$ cat src/hw/rtl/assert_macros.svh
// Assertion macros shared by the RTL of the I2C bit-level master.
// Plain text macros only; no dependencies.
`ifndef ASSERT_MACROS_SVH
`define ASSERT_MACROS_SVH

// Same-cycle implication, disabled during reset.
`define AST_IMP(label, clk, rst, ante, cons, msg) \
   label: assert property (@(posedge clk) disable iff (rst) (ante) |-> (cons)) \
      else $error(msg);

// Next-cycle implication, disabled during reset.
`define AST_NEXT(label, clk, rst, ante, cons, msg) \
   label: assert property (@(posedge clk) disable iff (rst) (ante) |=> (cons)) \
      else $error(msg);

`endif

$ cat src/hw/rtl/i2cbm_pkg.sv
// Types and constants of the I2C bit-level master.
// No dependencies; used by every module of the block.
package i2cbm_pkg;

   localparam int SCL_COUNT = 3;

   // Request type codes on the input channel.
   localparam logic [2:0] REQ_START   = 3'd0;
   localparam logic [2:0] REQ_STOP    = 3'd1;
   localparam logic [2:0] REQ_WRITE   = 3'd2;
   localparam logic [2:0] REQ_READ    = 3'd3;
   localparam logic [2:0] REQ_RECOVER = 3'd4;
   localparam logic [2:0] REQ_TICK    = 3'd5;

   // Configuration register indexes.
   localparam logic [1:0] REG_RECOVER_CLOCKS = 2'd0;
   localparam logic [1:0] REG_CLEAR_TRIES    = 2'd1;
   localparam logic [1:0] REG_RELEASE_WAIT   = 2'd2;

   localparam logic [7:0] RECOVER_CLOCKS_RST = 8'd80;
   localparam logic [7:0] CLEAR_TRIES_RST    = 8'd10;
   localparam logic [7:0] RELEASE_WAIT_RST   = 8'd10;

   // Phases of start, stop, write and read sequences.
   localparam logic [3:0] PH_SCL_HI = 4'd0;
   localparam logic [3:0] PH_HOLD   = 4'd1;
   localparam logic [3:0] PH_SCL_LO = 4'd2;
   localparam logic [3:0] PH_ACK_HI = 4'd3;
   localparam logic [3:0] PH_ACK_LO = 4'd4;
   localparam logic [3:0] PH_END    = 4'd5;

   // Phases of the recovery sequence.
   localparam logic [3:0] RC_PULSE_LO  = 4'd0;
   localparam logic [3:0] RC_PULSE_HI  = 4'd1;
   localparam logic [3:0] RC_PULSE_CNT = 4'd2;
   localparam logic [3:0] RC_CLR_HI    = 4'd3;
   localparam logic [3:0] RC_CLR_HOLD  = 4'd4;
   localparam logic [3:0] RC_CLR_LO    = 4'd5;
   localparam logic [3:0] RC_CLR_CHK   = 4'd6;
   localparam logic [3:0] RC_RST_SDA   = 4'd7;
   localparam logic [3:0] RC_RST_LO    = 4'd8;
   localparam logic [3:0] RC_RST_HI    = 4'd9;
   localparam logic [3:0] RC_RST_REL   = 4'd10;
   localparam logic [3:0] RC_WAIT_LOAD = 4'd11;
   localparam logic [3:0] RC_WAIT      = 4'd12;

   typedef enum logic [2:0] {
      CMD_NONE,
      CMD_START,
      CMD_STOP,
      CMD_WRITE,
      CMD_READ,
      CMD_RECOVER,
      CMD_TICK
   } cmd_type;

   typedef enum logic [2:0] {
      ST_IDLE,
      ST_START,
      ST_STOP,
      ST_WRITE,
      ST_READ,
      ST_RECOVER
   } state_type;

   typedef struct packed {
      cmd_type    kind;
      logic [1:0] bus;
      logic [7:0] wr_byte;
      logic       last;
      logic       sda;
   } item_type;

   typedef struct packed {
      logic empty;
      logic full;
   } q_status_type;

   typedef struct packed {
      logic [7:0] recover_clocks;
      logic [7:0] clear_tries;
      logic [7:0] release_wait;
   } cfg_type;

endpackage

$ cat src/hw/rtl/i2c_bit_level_master_core.sv
// I2C bit-level master: one result per request. A taken request is decoded into a
// two-entry queue, then one sequencer step registers its result in the output register.
// Throughput is one request per cycle while rsp_stall does not hold the sequencer.
// Reset is synchronous: SCL lines and SDA released high, sequencer idle,
// configuration back to 80 recovery clocks, 10 clear tries and 10 wait ticks.
`include "assert_macros.svh"
module i2c_bit_level_master_core (
   input  logic        clock,
   input  logic        reset,
   input  logic        req_valid,
   output logic        req_stall,
   input  logic [2:0]  req_type,
   input  logic [1:0]  req_bus_sel,
   input  logic [7:0]  req_wr_byte,
   input  logic        req_read_last,
   input  logic        req_sda_in,
   output logic        rsp_valid,
   input  logic        rsp_stall,
   output logic [2:0]  rsp_scl_lines,
   output logic        rsp_sda_level,
   output logic        rsp_busy_res,
   output logic        rsp_done_res,
   output logic [7:0]  rsp_rx_byte,
   output logic        rsp_ack_seen,
   output logic        rsp_recover_fail,
   input  logic        psel,
   input  logic        penable,
   input  logic        pwrite,
   input  logic [3:0]  paddr,
   input  logic [31:0] pwdata,
   output logic [31:0] prdata,
   output logic        pready
);

   i2cbm_pkg::item_type     front_item;
   i2cbm_pkg::item_type     head;
   i2cbm_pkg::q_status_type q_status;
   i2cbm_pkg::cfg_type      cfg;
   logic                    push;
   logic                    pop;
   logic                    cfg_write;
   logic [1:0]              reg_index;
   logic [7:0]              recover_clocks_ff, recover_clocks_in;
   logic [7:0]              clear_tries_ff, clear_tries_in;
   logic [7:0]              release_wait_ff, release_wait_in;

   assign pready    = 1'b1;
   assign cfg_write = psel && penable && pwrite && pready;
   assign reg_index = paddr[3:2];

   always_comb begin
      recover_clocks_in = recover_clocks_ff;
      clear_tries_in    = clear_tries_ff;
      release_wait_in   = release_wait_ff;
      if (cfg_write) begin
         case (reg_index)
            i2cbm_pkg::REG_RECOVER_CLOCKS: recover_clocks_in = pwdata[7:0];
            i2cbm_pkg::REG_CLEAR_TRIES:    clear_tries_in    = pwdata[7:0];
            i2cbm_pkg::REG_RELEASE_WAIT:   release_wait_in   = pwdata[7:0];
            default:                       recover_clocks_in = recover_clocks_ff;
         endcase
      end
   end

   always_ff @(posedge clock) begin
      if (reset) begin
         recover_clocks_ff <= i2cbm_pkg::RECOVER_CLOCKS_RST;
         clear_tries_ff    <= i2cbm_pkg::CLEAR_TRIES_RST;
         release_wait_ff   <= i2cbm_pkg::RELEASE_WAIT_RST;
      end else begin
         recover_clocks_ff <= recover_clocks_in;
         clear_tries_ff    <= clear_tries_in;
         release_wait_ff   <= release_wait_in;
      end
   end

   always_comb begin
      case (reg_index)
         i2cbm_pkg::REG_RECOVER_CLOCKS: prdata = {24'd0, recover_clocks_ff};
         i2cbm_pkg::REG_CLEAR_TRIES:    prdata = {24'd0, clear_tries_ff};
         i2cbm_pkg::REG_RELEASE_WAIT:   prdata = {24'd0, release_wait_ff};
         default:                       prdata = 32'd0;
      endcase
   end

   assign cfg.recover_clocks = recover_clocks_ff;
   assign cfg.clear_tries    = clear_tries_ff;
   assign cfg.release_wait   = release_wait_ff;

   assign req_stall = q_status.full;
   assign push      = req_valid && !req_stall;

   i2cbm_front u_front (
      .req_type  (req_type),
      .bus_sel   (req_bus_sel),
      .wr_byte   (req_wr_byte),
      .read_last (req_read_last),
      .sda_in    (req_sda_in),
      .item      (front_item)
   );

   i2cbm_queue u_queue (
      .clock     (clock),
      .reset     (reset),
      .push      (push),
      .push_item (front_item),
      .pop       (pop),
      .head      (head),
      .status    (q_status)
   );

   i2cbm_engine u_engine (
      .clock        (clock),
      .reset        (reset),
      .head         (head),
      .q_status     (q_status),
      .cfg          (cfg),
      .pop          (pop),
      .rsp_valid    (rsp_valid),
      .rsp_stall    (rsp_stall),
      .scl_lines    (rsp_scl_lines),
      .sda_level    (rsp_sda_level),
      .busy_res     (rsp_busy_res),
      .done_res     (rsp_done_res),
      .rx_byte      (rsp_rx_byte),
      .ack_seen     (rsp_ack_seen),
      .recover_fail (rsp_recover_fail)
   );

   // A finished sequence always leaves the sequencer idle.
   `AST_IMP(a_done_idle, clock, reset, rsp_valid && rsp_done_res, !rsp_busy_res, "done while busy")

   // With nothing queued, a delivered result cannot be followed by a new one.
   `AST_NEXT(a_no_phantom, clock, reset, rsp_valid && !rsp_stall && q_status.empty, !rsp_valid, "result without request")

   // The recovery failure flag is only raised at the end of a recovery.
   `AST_IMP(a_fail_at_done, clock, reset, $rose(rsp_recover_fail), rsp_done_res, "failure flag raised mid-sequence")

endmodule

$ cat src/hw/rtl/i2cbm_front.sv
// Front end of the I2C bit-level master: decodes a request into a command.
// Depends on i2cbm_pkg.
module i2cbm_front (
   input  logic [2:0]         req_type,
   input  logic [1:0]         bus_sel,
   input  logic [7:0]         wr_byte,
   input  logic               read_last,
   input  logic               sda_in,
   output i2cbm_pkg::item_type item
);

   logic bus_ok;

   assign bus_ok = (32'(bus_sel) < i2cbm_pkg::SCL_COUNT);

   always_comb begin
      item.bus     = bus_sel;
      item.wr_byte = wr_byte;
      item.last    = read_last;
      item.sda     = sda_in;
      case (req_type)
         i2cbm_pkg::REQ_START: begin
            item.kind = bus_ok ? i2cbm_pkg::CMD_START : i2cbm_pkg::CMD_NONE;
         end
         i2cbm_pkg::REQ_STOP: begin
            item.kind = bus_ok ? i2cbm_pkg::CMD_STOP : i2cbm_pkg::CMD_NONE;
         end
         i2cbm_pkg::REQ_WRITE: begin
            item.kind = bus_ok ? i2cbm_pkg::CMD_WRITE : i2cbm_pkg::CMD_NONE;
         end
         i2cbm_pkg::REQ_READ: begin
            item.kind = bus_ok ? i2cbm_pkg::CMD_READ : i2cbm_pkg::CMD_NONE;
         end
         i2cbm_pkg::REQ_RECOVER: item.kind = i2cbm_pkg::CMD_RECOVER;
         i2cbm_pkg::REQ_TICK:    item.kind = i2cbm_pkg::CMD_TICK;
         default:                item.kind = i2cbm_pkg::CMD_NONE;
      endcase
   end

endmodule

$ cat src/hw/rtl/i2cbm_queue.sv
// Two-entry queue of decoded commands between front end and sequencer.
// Depends on i2cbm_pkg.
module i2cbm_queue (
   input  logic                    clock,
   input  logic                    reset,
   input  logic                    push,
   input  i2cbm_pkg::item_type     push_item,
   input  logic                    pop,
   output i2cbm_pkg::item_type     head,
   output i2cbm_pkg::q_status_type status
);

   i2cbm_pkg::item_type slot_ff [2];
   logic                wr_ptr_ff, wr_ptr_in;
   logic                rd_ptr_ff, rd_ptr_in;
   logic [1:0]          count_ff, count_in;

   always_comb begin
      wr_ptr_in = push ? ~wr_ptr_ff : wr_ptr_ff;
      rd_ptr_in = pop ? ~rd_ptr_ff : rd_ptr_ff;
      count_in  = count_ff + 2'(push) - 2'(pop);
   end

   always_ff @(posedge clock) begin
      if (reset) begin
         wr_ptr_ff <= 1'b0;
         rd_ptr_ff <= 1'b0;
         count_ff  <= 2'd0;
      end else begin
         wr_ptr_ff <= wr_ptr_in;
         rd_ptr_ff <= rd_ptr_in;
         count_ff  <= count_in;
      end
   end

   always_ff @(posedge clock) begin
      if (push) begin
         slot_ff[wr_ptr_ff] <= push_item;
      end
   end

   assign head         = slot_ff[rd_ptr_ff];
   assign status.empty = (count_ff == 2'd0);
   assign status.full  = (count_ff == 2'd2);

endmodule

$ cat src/hw/rtl/i2cbm_engine.sv
// Pin sequencer of the I2C bit-level master: runs one command per queue entry
// and holds the result in its output register. Depends on i2cbm_pkg.
module i2cbm_engine (
   input  logic                                  clock,
   input  logic                                  reset,
   input  i2cbm_pkg::item_type                   head,
   input  i2cbm_pkg::q_status_type               q_status,
   input  i2cbm_pkg::cfg_type                    cfg,
   output logic                                  pop,
   output logic                                  rsp_valid,
   input  logic                                  rsp_stall,
   output logic [i2cbm_pkg::SCL_COUNT-1:0]       scl_lines,
   output logic                                  sda_level,
   output logic                                  busy_res,
   output logic                                  done_res,
   output logic [7:0]                            rx_byte,
   output logic                                  ack_seen,
   output logic                                  recover_fail
);

   i2cbm_pkg::state_type                 state_ff, state_in;
   logic [3:0]                           phase_ff, phase_in;
   logic [3:0]                           bit_left_ff, bit_left_in;
   logic [7:0]                           shift_ff, shift_in;
   logic [1:0]                           bus_ff, bus_in;
   logic [i2cbm_pkg::SCL_COUNT-1:0]      scl_ff, scl_in;
   logic                                 sda_ff, sda_in;
   logic [7:0]                           retry_ff, retry_in;
   logic                                 last_ff, last_in;
   logic                                 ack_ff, ack_in;
   logic [7:0]                           rx_ff, rx_in;
   logic                                 fail_ff, fail_in;
   logic                                 done_ff, done_in;
   logic                                 valid_ff, valid_in;

   // The state registers double as the output register: they only move when
   // the previous result has been taken or no result is held.
   assign pop = !q_status.empty && (!valid_ff || !rsp_stall);

   always_comb begin
      logic fin;
      logic [3:0] bl_dec;
      logic [7:0] sh_next;
      fin         = 1'b0;
      bl_dec      = bit_left_ff - 4'd1;
      sh_next     = 8'd0;
      state_in    = state_ff;
      phase_in    = phase_ff;
      bit_left_in = bit_left_ff;
      shift_in    = shift_ff;
      bus_in      = bus_ff;
      scl_in      = scl_ff;
      sda_in      = sda_ff;
      retry_in    = retry_ff;
      last_in     = last_ff;
      ack_in      = ack_ff;
      rx_in       = rx_ff;
      fail_in     = fail_ff;
      done_in     = done_ff;
      valid_in    = valid_ff;
      if (pop) begin
         valid_in = 1'b1;
         done_in  = 1'b0;
         if (head.kind == i2cbm_pkg::CMD_TICK) begin
            case (state_ff)
               i2cbm_pkg::ST_START: begin
                  case (phase_ff)
                     i2cbm_pkg::PH_SCL_HI: begin
                        scl_in[bus_ff] = 1'b1;
                        phase_in = i2cbm_pkg::PH_HOLD;
                     end
                     i2cbm_pkg::PH_HOLD: begin
                        sda_in   = 1'b0;
                        phase_in = i2cbm_pkg::PH_SCL_LO;
                     end
                     default: begin
                        scl_in[bus_ff] = 1'b0;
                        fin = 1'b1;
                     end
                  endcase
               end
               i2cbm_pkg::ST_STOP: begin
                  case (phase_ff)
                     i2cbm_pkg::PH_SCL_HI: begin
                        sda_in   = 1'b0;
                        phase_in = i2cbm_pkg::PH_HOLD;
                     end
                     i2cbm_pkg::PH_HOLD: begin
                        scl_in[bus_ff] = 1'b1;
                        phase_in = i2cbm_pkg::PH_SCL_LO;
                     end
                     default: begin
                        sda_in = 1'b1;
                        fin    = 1'b1;
                     end
                  endcase
               end
               i2cbm_pkg::ST_WRITE: begin
                  case (phase_ff)
                     i2cbm_pkg::PH_SCL_HI: begin
                        scl_in[bus_ff] = 1'b1;
                        phase_in = i2cbm_pkg::PH_HOLD;
                     end
                     i2cbm_pkg::PH_HOLD: phase_in = i2cbm_pkg::PH_SCL_LO;
                     i2cbm_pkg::PH_SCL_LO: begin
                        scl_in[bus_ff] = 1'b0;
                        shift_in    = {shift_ff[6:0], 1'b0};
                        bit_left_in = bl_dec;
                        if (bl_dec != 4'd0) begin
                           sda_in   = shift_ff[6];
                           phase_in = i2cbm_pkg::PH_SCL_HI;
                        end else begin
                           sda_in   = 1'b1;
                           phase_in = i2cbm_pkg::PH_ACK_HI;
                        end
                     end
                     i2cbm_pkg::PH_ACK_HI: begin
                        scl_in[bus_ff] = 1'b1;
                        phase_in = i2cbm_pkg::PH_ACK_LO;
                     end
                     i2cbm_pkg::PH_ACK_LO: begin
                        ack_in = ~head.sda;
                        scl_in[bus_ff] = 1'b0;
                        phase_in = i2cbm_pkg::PH_END;
                     end
                     default: begin
                        sda_in = 1'b0;
                        fin    = 1'b1;
                     end
                  endcase
               end
               i2cbm_pkg::ST_READ: begin
                  case (phase_ff)
                     i2cbm_pkg::PH_SCL_HI: begin
                        scl_in[bus_ff] = 1'b1;
                        phase_in = i2cbm_pkg::PH_HOLD;
                     end
                     i2cbm_pkg::PH_HOLD: phase_in = i2cbm_pkg::PH_SCL_LO;
                     i2cbm_pkg::PH_SCL_LO: begin
                        sh_next     = {shift_ff[6:0], head.sda};
                        shift_in    = sh_next;
                        scl_in[bus_ff] = 1'b0;
                        bit_left_in = bl_dec;
                        if (bl_dec != 4'd0) begin
                           phase_in = i2cbm_pkg::PH_SCL_HI;
                        end else begin
                           rx_in = sh_next;
                           if (!last_ff) begin
                              sda_in = 1'b0;
                           end
                           phase_in = i2cbm_pkg::PH_ACK_HI;
                        end
                     end
                     i2cbm_pkg::PH_ACK_HI: begin
                        scl_in[bus_ff] = 1'b1;
                        phase_in = i2cbm_pkg::PH_ACK_LO;
                     end
                     default: begin
                        scl_in[bus_ff] = 1'b0;
                        fin = 1'b1;
                     end
                  endcase
               end
               i2cbm_pkg::ST_RECOVER: begin
                  case (phase_ff)
                     i2cbm_pkg::RC_PULSE_LO: begin
                        scl_in   = '0;
                        phase_in = i2cbm_pkg::RC_PULSE_HI;
                     end
                     i2cbm_pkg::RC_PULSE_HI: begin
                        scl_in   = '1;
                        phase_in = i2cbm_pkg::RC_PULSE_CNT;
                     end
                     i2cbm_pkg::RC_PULSE_CNT: begin
                        if (retry_ff != 8'd1) begin
                           retry_in = retry_ff - 8'd1;
                           phase_in = i2cbm_pkg::RC_PULSE_LO;
                        end else if (!head.sda && cfg.clear_tries != 8'd0) begin
                           retry_in = cfg.clear_tries - 8'd1;
                           phase_in = i2cbm_pkg::RC_CLR_HI;
                        end else begin
                           retry_in = cfg.clear_tries;
                           phase_in = i2cbm_pkg::RC_RST_SDA;
                        end
                     end
                     i2cbm_pkg::RC_CLR_HI: begin
                        scl_in   = '1;
                        phase_in = i2cbm_pkg::RC_CLR_HOLD;
                     end
                     i2cbm_pkg::RC_CLR_HOLD: phase_in = i2cbm_pkg::RC_CLR_LO;
                     i2cbm_pkg::RC_CLR_LO: begin
                        scl_in   = '0;
                        phase_in = i2cbm_pkg::RC_CLR_CHK;
                     end
                     i2cbm_pkg::RC_CLR_CHK: begin
                        scl_in = '1;
                        if (!head.sda && retry_ff != 8'd0) begin
                           retry_in = retry_ff - 8'd1;
                           phase_in = i2cbm_pkg::RC_CLR_HI;
                        end else begin
                           phase_in = i2cbm_pkg::RC_RST_SDA;
                        end
                     end
                     i2cbm_pkg::RC_RST_SDA: begin
                        sda_in   = 1'b0;
                        phase_in = i2cbm_pkg::RC_RST_LO;
                     end
                     i2cbm_pkg::RC_RST_LO: begin
                        scl_in[0] = 1'b0;
                        phase_in  = i2cbm_pkg::RC_RST_HI;
                     end
                     i2cbm_pkg::RC_RST_HI: begin
                        scl_in[0] = 1'b1;
                        phase_in  = i2cbm_pkg::RC_RST_REL;
                     end
                     i2cbm_pkg::RC_RST_REL: begin
                        sda_in   = 1'b1;
                        phase_in = i2cbm_pkg::RC_WAIT_LOAD;
                     end
                     i2cbm_pkg::RC_WAIT_LOAD: begin
                        if (!head.sda && cfg.release_wait != 8'd0) begin
                           retry_in = cfg.release_wait - 8'd1;
                           phase_in = i2cbm_pkg::RC_WAIT;
                        end else begin
                           retry_in = cfg.release_wait;
                           fail_in  = (cfg.release_wait == 8'd0);
                           fin      = 1'b1;
                        end
                     end
                     default: begin
                        if (!head.sda && retry_ff != 8'd0) begin
                           retry_in = retry_ff - 8'd1;
                           phase_in = i2cbm_pkg::RC_WAIT;
                        end else begin
                           fail_in = (retry_ff == 8'd0);
                           fin     = 1'b1;
                        end
                     end
                  endcase
               end
               default: fin = 1'b0;
            endcase
            if (fin) begin
               state_in = i2cbm_pkg::ST_IDLE;
               phase_in = 4'd0;
            end
            done_in = fin;
         end else if (state_ff == i2cbm_pkg::ST_IDLE) begin
            case (head.kind)
               i2cbm_pkg::CMD_START: begin
                  state_in = i2cbm_pkg::ST_START;
                  bus_in   = head.bus;
                  phase_in = 4'd0;
                  sda_in   = 1'b1;
               end
               i2cbm_pkg::CMD_STOP: begin
                  state_in = i2cbm_pkg::ST_STOP;
                  bus_in   = head.bus;
                  phase_in = 4'd0;
                  scl_in[head.bus] = 1'b0;
               end
               i2cbm_pkg::CMD_WRITE: begin
                  state_in    = i2cbm_pkg::ST_WRITE;
                  bus_in      = head.bus;
                  phase_in    = 4'd0;
                  ack_in      = 1'b0;
                  bit_left_in = 4'd8;
                  shift_in    = head.wr_byte;
                  sda_in      = head.wr_byte[7];
               end
               i2cbm_pkg::CMD_READ: begin
                  state_in    = i2cbm_pkg::ST_READ;
                  bus_in      = head.bus;
                  phase_in    = 4'd0;
                  bit_left_in = 4'd8;
                  shift_in    = 8'd0;
                  last_in     = head.last;
                  sda_in      = 1'b1;
               end
               i2cbm_pkg::CMD_RECOVER: begin
                  state_in = i2cbm_pkg::ST_RECOVER;
                  fail_in  = 1'b0;
                  phase_in = i2cbm_pkg::RC_PULSE_LO;
                  retry_in = cfg.recover_clocks;
                  // With no pulses asked for, the stuck-SDA check runs at once.
                  if (cfg.recover_clocks == 8'd0) begin
                     if (!head.sda && cfg.clear_tries != 8'd0) begin
                        retry_in = cfg.clear_tries - 8'd1;
                        phase_in = i2cbm_pkg::RC_CLR_HI;
                     end else begin
                        retry_in = cfg.clear_tries;
                        phase_in = i2cbm_pkg::RC_RST_SDA;
                     end
                  end
               end
               default: state_in = state_ff;
            endcase
         end
      end else if (!rsp_stall) begin
         valid_in = 1'b0;
      end
   end

   always_ff @(posedge clock) begin
      if (reset) begin
         state_ff    <= i2cbm_pkg::ST_IDLE;
         phase_ff    <= 4'd0;
         bit_left_ff <= 4'd0;
         shift_ff    <= 8'd0;
         bus_ff      <= 2'd0;
         scl_ff      <= '1;
         sda_ff      <= 1'b1;
         retry_ff    <= 8'd0;
         last_ff     <= 1'b0;
         ack_ff      <= 1'b0;
         rx_ff       <= 8'd0;
         fail_ff     <= 1'b0;
         done_ff     <= 1'b0;
         valid_ff    <= 1'b0;
      end else begin
         state_ff    <= state_in;
         phase_ff    <= phase_in;
         bit_left_ff <= bit_left_in;
         shift_ff    <= shift_in;
         bus_ff      <= bus_in;
         scl_ff      <= scl_in;
         sda_ff      <= sda_in;
         retry_ff    <= retry_in;
         last_ff     <= last_in;
         ack_ff      <= ack_in;
         rx_ff       <= rx_in;
         fail_ff     <= fail_in;
         done_ff     <= done_in;
         valid_ff    <= valid_in;
      end
   end

   always_comb begin
      rsp_valid    = valid_ff;
      scl_lines    = scl_ff;
      sda_level    = sda_ff;
      busy_res     = (state_ff != i2cbm_pkg::ST_IDLE);
      done_res     = done_ff;
      rx_byte      = rx_ff;
      ack_seen     = ack_ff;
      recover_fail = fail_ff;
   end

endmodule
$ cat config.mk
export PLATFORM = sky130hd
export DESIGN_NAME = i2c_bit_level_master_core
export DESIGN_NICKNAME = d
export VERILOG_FILES = /design/src/hw/rtl/i2cbm_pkg.sv /design/src/hw/rtl/i2c_bit_level_master_core.sv /design/src/hw/rtl/i2cbm_front.sv /design/src/hw/rtl/i2cbm_queue.sv /design/src/hw/rtl/i2cbm_engine.sv
export VERILOG_INCLUDE_DIRS = /design/src /design/src/hw/rtl
export SDC_FILE = /design/constraint.sdc
export NUM_CORES = 1
export LEC_CHECK = 0
export ABC_AREA = 1
export BUFFER_PORTS_ARGS = -buffer_cell sky130_fd_sc_hd__buf_2
export CORE_MARGIN = 10
export CORE_UTILIZATION = 45
export DETAILED_ROUTE_END_ITERATION = 7
export PLACE_DENSITY = 0.67
export SLEW_MARGIN = 20
export SYNTH_ARGS = -nofsm -noshare
export SYNTH_HDL_FRONTEND = slang
export SYNTH_HIERARCHICAL = 1
export SYNTH_SLANG_ARGS = --single-unit
$ cat constraint.sdc
create_clock -name clock -period 5.5 [get_ports clock]
set_input_delay 0.825 -clock clock [delete_from_list [all_inputs] [get_ports clock]]
set_output_delay 0.825 -clock clock [all_outputs]
set_load 0.01 [all_outputs]
# Word level (Yosys, flattened, before mapping)
# Memory sizes are Yosys's and may differ from the RTL's. A register that Yosys moved wholly into a read port is not among the register bits.
# Index checks and enable logic that the tools add are counted.
[word_totals] ramBits=30 memories=1 reg_bits=73
[op_classes] n_eq_ne=65 bitwise_logic=10 n_addsub=6 magnitude_cmp=5 reduce_logical=70 n_mux=101
[memory_table] name="u_queue.slot_ff" depth=2 width=15 rd=1 rd_ports_with_merged_regs=1 wr=1 line_no="i2cbm_queue.sv:13" source="i2cbm_pkg::item_type slot_ff [2];"
[ops] op="$mux 8" count=9
[ops] op="$mux 4" count=12
[ops] op="$pmux 4 s12" count=1
[ops] op="$pmux 8 s3" count=2
[ops] op="$ne 3x3->1 const B" count=13
[ops] op="$mux 1" count=35
[ops] op="$pmux 4 s4" count=2
[ops] op="$mux 3" count=10
[ops] op="$pmux 3 s5" count=2
[ops] op="$mux 7" count=4
[ops] op="$pmux 7 s2" count=2
[ops] op="$reduce_and 9->1" count=3
[ops] op="$logic_not 8->1" count=3
[ops] op="$reduce_bool 8->1" count=3
[ops] op="$sub 8x1->8 const B" count=3
[ops] op="$eq 3x3->1 const B" count=7
[ops] op="$ne 4x4->1 const B" count=5
[ops] op="$pmux 4 s5" count=1
[ops] op="$eq 3x2->1 const B" count=6
[ops] op="$pmux 3 s2" count=3
[ops] op="$pmux 3 s6" count=1
[ops] op="$eq 4x3->1 const B" count=4
[ops] op="$eq 4x4->1 const B" count=4
[ops] op="$ne 16x16->1 const B" count=1
[ops] op="other kinds (51)" count=121

# Logic depth before layout (Yosys ltp)
[depth] depth_word=9 depth_mapped=15 ltp_nobuf=14

# By module
# The synthesis kept the hierarchy.
[by_module_without_submodules] mod="i2cbm_engine" seq_area_each_um2=900.9 cells_each=682 n_inst=1 area_each_um2=3967.6
[by_module_without_submodules] mod="i2c_bit_level_master_core" seq_area_each_um2=480.5 cells_each=209 n_inst=1 area_each_um2=1367.6
[by_module_without_submodules] mod="i2cbm_queue" seq_area_each_um2=1001.0 cells_each=78 n_inst=1 area_each_um2=1362.6
[by_module_without_submodules] mod="i2cbm_front" seq_area_each_um2=0.0 cells_each=24 n_inst=1 area_each_um2=147.6

# Worst setup path after synthesis
# Ideal clock, no wire load.
[synth_timing] path_kind="input -> output" from="in paddr[3]" to="out prdata[3]" n_path_buf=1 slack_ps=3251 t_arrival_ps=1424 required_ps=4675 path_stages=4 path_cell_list="nor2_1 buf_6 nand2_1 nand3_1"
[synth_via] elab_chain_cells=2 word_cells_on_any_way=4
[synth_rtl] element="start, declared" line_no="i2c_bit_level_master_core.sv:29" source="input logic [3:0] paddr,"
[synth_rtl] element="$eq 2x2->1, or another cell as far along" line_no="i2c_bit_level_master_core.sv:78" source="case (reg_index)"
[synth_rtl] element="$pmux 8 s3 (*)" line_no="i2c_bit_level_master_core.sv:78"
[synth_rtl] element="end, declared" line_no="i2c_bit_level_master_core.sv:31" source="output logic [31:0] prdata,"
# Every way passes the cells marked *; elsewhere a longest branch is shown, timed or not.

==> flow_metrics.tcl <==
set metrics [dict create \
    outcome "finished, final reports clean" \
    syn2layout_area_growth_pct 7.35 \
    setup_viol 0 \
    cts.sinks 104 \
    hold_path.startpoint "u_engine/done_res" \
    grt_pass1_vias 5682 \
    fin_setup_tns_ps 0 \
    synthCells 993 \
    worst_ep_arrival_time_ps 3700 \
    ys_seq_area_frac 0.348 \
    synthesis.area_sq_um 6850 \
    timing.final.hold_violations 0 \
    die_h_microns 143 \
    crit_family "flip-flops" \
    worst_pin_slew_ps 993 \
    core_area_sq_um 15000 \
    hpwlAfterDp_mm 12.8 \
    period_share 0.620 \
    crit_chain "mux2_2 > nand3_2 > buf_4 > inv_1 > o211ai_1 > nand3_2 > a21oi_1 > nand2_1 > a21oi_1" \
    min_period_ps 3410 \
    synth_enable_flop_cells 30 \
    clockBufferDepth 2 \
    synth-seq-cells 104 \
    synthDistinctLibCells 48 \
    grt_overflow 0 \
    insertion_delay_ps 360 \
    grt_max_degree 37 \
    cp_num_buf_inv 2 \
    gp_congestion 0.920 \
    hold_buffers 0 \
    synth_largest_area_cell "dfxtp_1" \
    most-common-layout-cells "nand2_1, nor2_1, inv_1" \
    path_max_fanout 36 \
    initial_core_util 0.455 \
    cp_data_required_time_ps 5790 \
    rsz0062_at_grt "false" \
    drv_cap 0 \
    num_vias 6267 \
    vdd_ir_drop_max_mv 0.192 \
    fin_ws_ps 2090 \
    hold_class "flip-flop to flip-flop" \
    first_iter_violations 569 \
    p_leak_nw 3.36 \
    fmax_ghz 0.293 \
    cts-root-buf "clkbuf_16" \
    post-place-ws_ps 2110 \
    synthTopCellsByArea "dfxtp_1, nand2_1, edfxtp_1, nand3_1, nor2_1" \
    layout-drive-gt1-share 0.125 \
    cts_buffers 9 \
    final_common_cell "nand2_1" \
    synthArstFlopShare 0 \
    power_density_nw_per_um2 402 \
    n_fill_cell 1555 \
    synthFlopType "dfxtp_1" \
    wl_mm 17.0 \
    io_buffers 57 \
    grt_pass1_wl_mm 27.8 \
    cts_tree "yes" \
    cp_slowest_stage_delay_ps 870 \
    syn_area_per_cell_sq_um 6.89 \
    clk_pin_slew_ps 70 \
    antenna_found_initial 0 \
    viasPerCell 5.15 \
    io_pins 109 \
    htree_num_levels 3 \
    cts-resized-gates 0 \
    final_nets 1094 \
    finish.utilization 0.489 \
    num_rows 45 \
    clock_skew_ps 9.46 \
    ant_nets 0 \
    slowest_stage "dfxtp_1" \
    fin_total_pwr_mw 2.95 \
    yosys_warnings 6 \
    synth_top_area_share 0.216 \
    post_drt_wl_per_cell_microns 14.0 \
    die_width_microns 143 \
    end_kind "flip-flop" \
    drv_slew 0 \
    path_class "flip-flop to flip-flop" \
    dr.pass1.iters 6 \
    max_slew_margin 0.336 \
    cts_setup_buffers 0 \
    num_antenna_cells 0 \
    drc 0 \
    worstSetupStartpointType "flip-flop" \
    design.die.area_sq_um 20500 \
    grt_usage 0.166 \
]
-- per-layer routing --
layer | wire, microns | GRT usage
met2 | 7570 | 0.257
met1 | 8200 | 0.228
met5 | 0 | 0
met4 | 306 | 0.0634
met3 | 954 | 0.0248
-- where the power goes --
group / switching [mW] / internal, mW / total (mW)
logic: 0.832 / 0.406 / 1.24
registers: 0.109 / 0.920 / 1.03
clock network: 0.318 / 0.367 / 0.685
-- state kept, by name, indices dropped and copies added, names as in the netlist, named ones only --
register and count:
u_queue/slot_ff 30, clear_tries_ff 8, recover_clocks_ff 8, release_wait_ff 8, u_engine/retry_ff 8, u_engine/rx_byte 8
u_engine/shift_ff 7, u_engine/bit_left_ff 4, u_engine/phase_ff 4, u_engine/state_ff 3, u_engine/bus_ff 2, u_queue/count_ff 2
u_engine/ack_seen 1, u_engine/done_res 1, u_engine/last_ff 1, u_engine/recover_fail 1, u_engine/rsp_valid 1, u_engine/sda_level 1
u_queue/rd_ptr_ff 1, u_queue/wr_ptr_ff 1
-- cell type report --
class / count / area (sq um) / area share
well taps: 188 / 235 / 0.0320
flip-flops and latches: 104 / 2380 / 0.324
multi-input cells: 735 / 3670 / 0.500
inverters: 114 / 430 / 0.0586
clock buffers: 9 / 225 / 0.0306
repair buffers: 60 / 308 / 0.0419
clock inverters: 7 / 95.1 / 0.0129
-- worst paths after layout --
kind	end	slack, ps	depth (start not counted)
setup / recovery	u_engine/retry_ff[6]	2090	9
hold / removal	u_engine/done_res	480	2
setup reg to reg	u_engine/retry_ff[6]	2090	9
hold reg to reg	u_engine/done_res	480	2
-- Yosys cell counts (9+ instances only) --
cell      number
nor3_1         9
mux2_4        10
buf_4         38
nand4_1        9
a21oi_1       61
ha_1          12
nand2_1      245
edfxtp_1      30
nand3_1      105
xor2_1        10
buf_2         11
nor2_1       122
dfxtp_1       74
inv_1        108
o21ai_0       61
-- tightest hold or removal path, cell delays in order (launching register included) --
cell     delay (ps)
dfxtp_1         320
nand2_1          60
a21oi_1          50
-- through the flow --
stage	instance area (sq um)	hold slack [ps]	std cells
after floorplan	6930	444	1016
after global placement	7030	464	1201
after detailed placement	7030	474	1201
after CTS	7350	486	1217
after global routing	7350	500	1217
final	7350	481	1217
-- cells by family (layout without fill, tap and decap cells) --
| family | count (synthesis) | after routing | share of synthesized area |
|---|---|---|---|
| fa+ha+maj | 12 | 12 | 0.0219 |
| buf+inv | 177 | 190 | 0.128 |
| mux | 15 | 15 | 0.0302 |
| flops | 104 | 104 | 0.348 |
| other cells | 2 | 25 | 0.00110 |
| compound gates | 151 | 151 | 0.121 |
| xor+xnor | 12 | 12 | 0.0154 |
| simple gates | 520 | 520 | 0.334 |
Note: power is estimated with default switching activity, not from simulation.
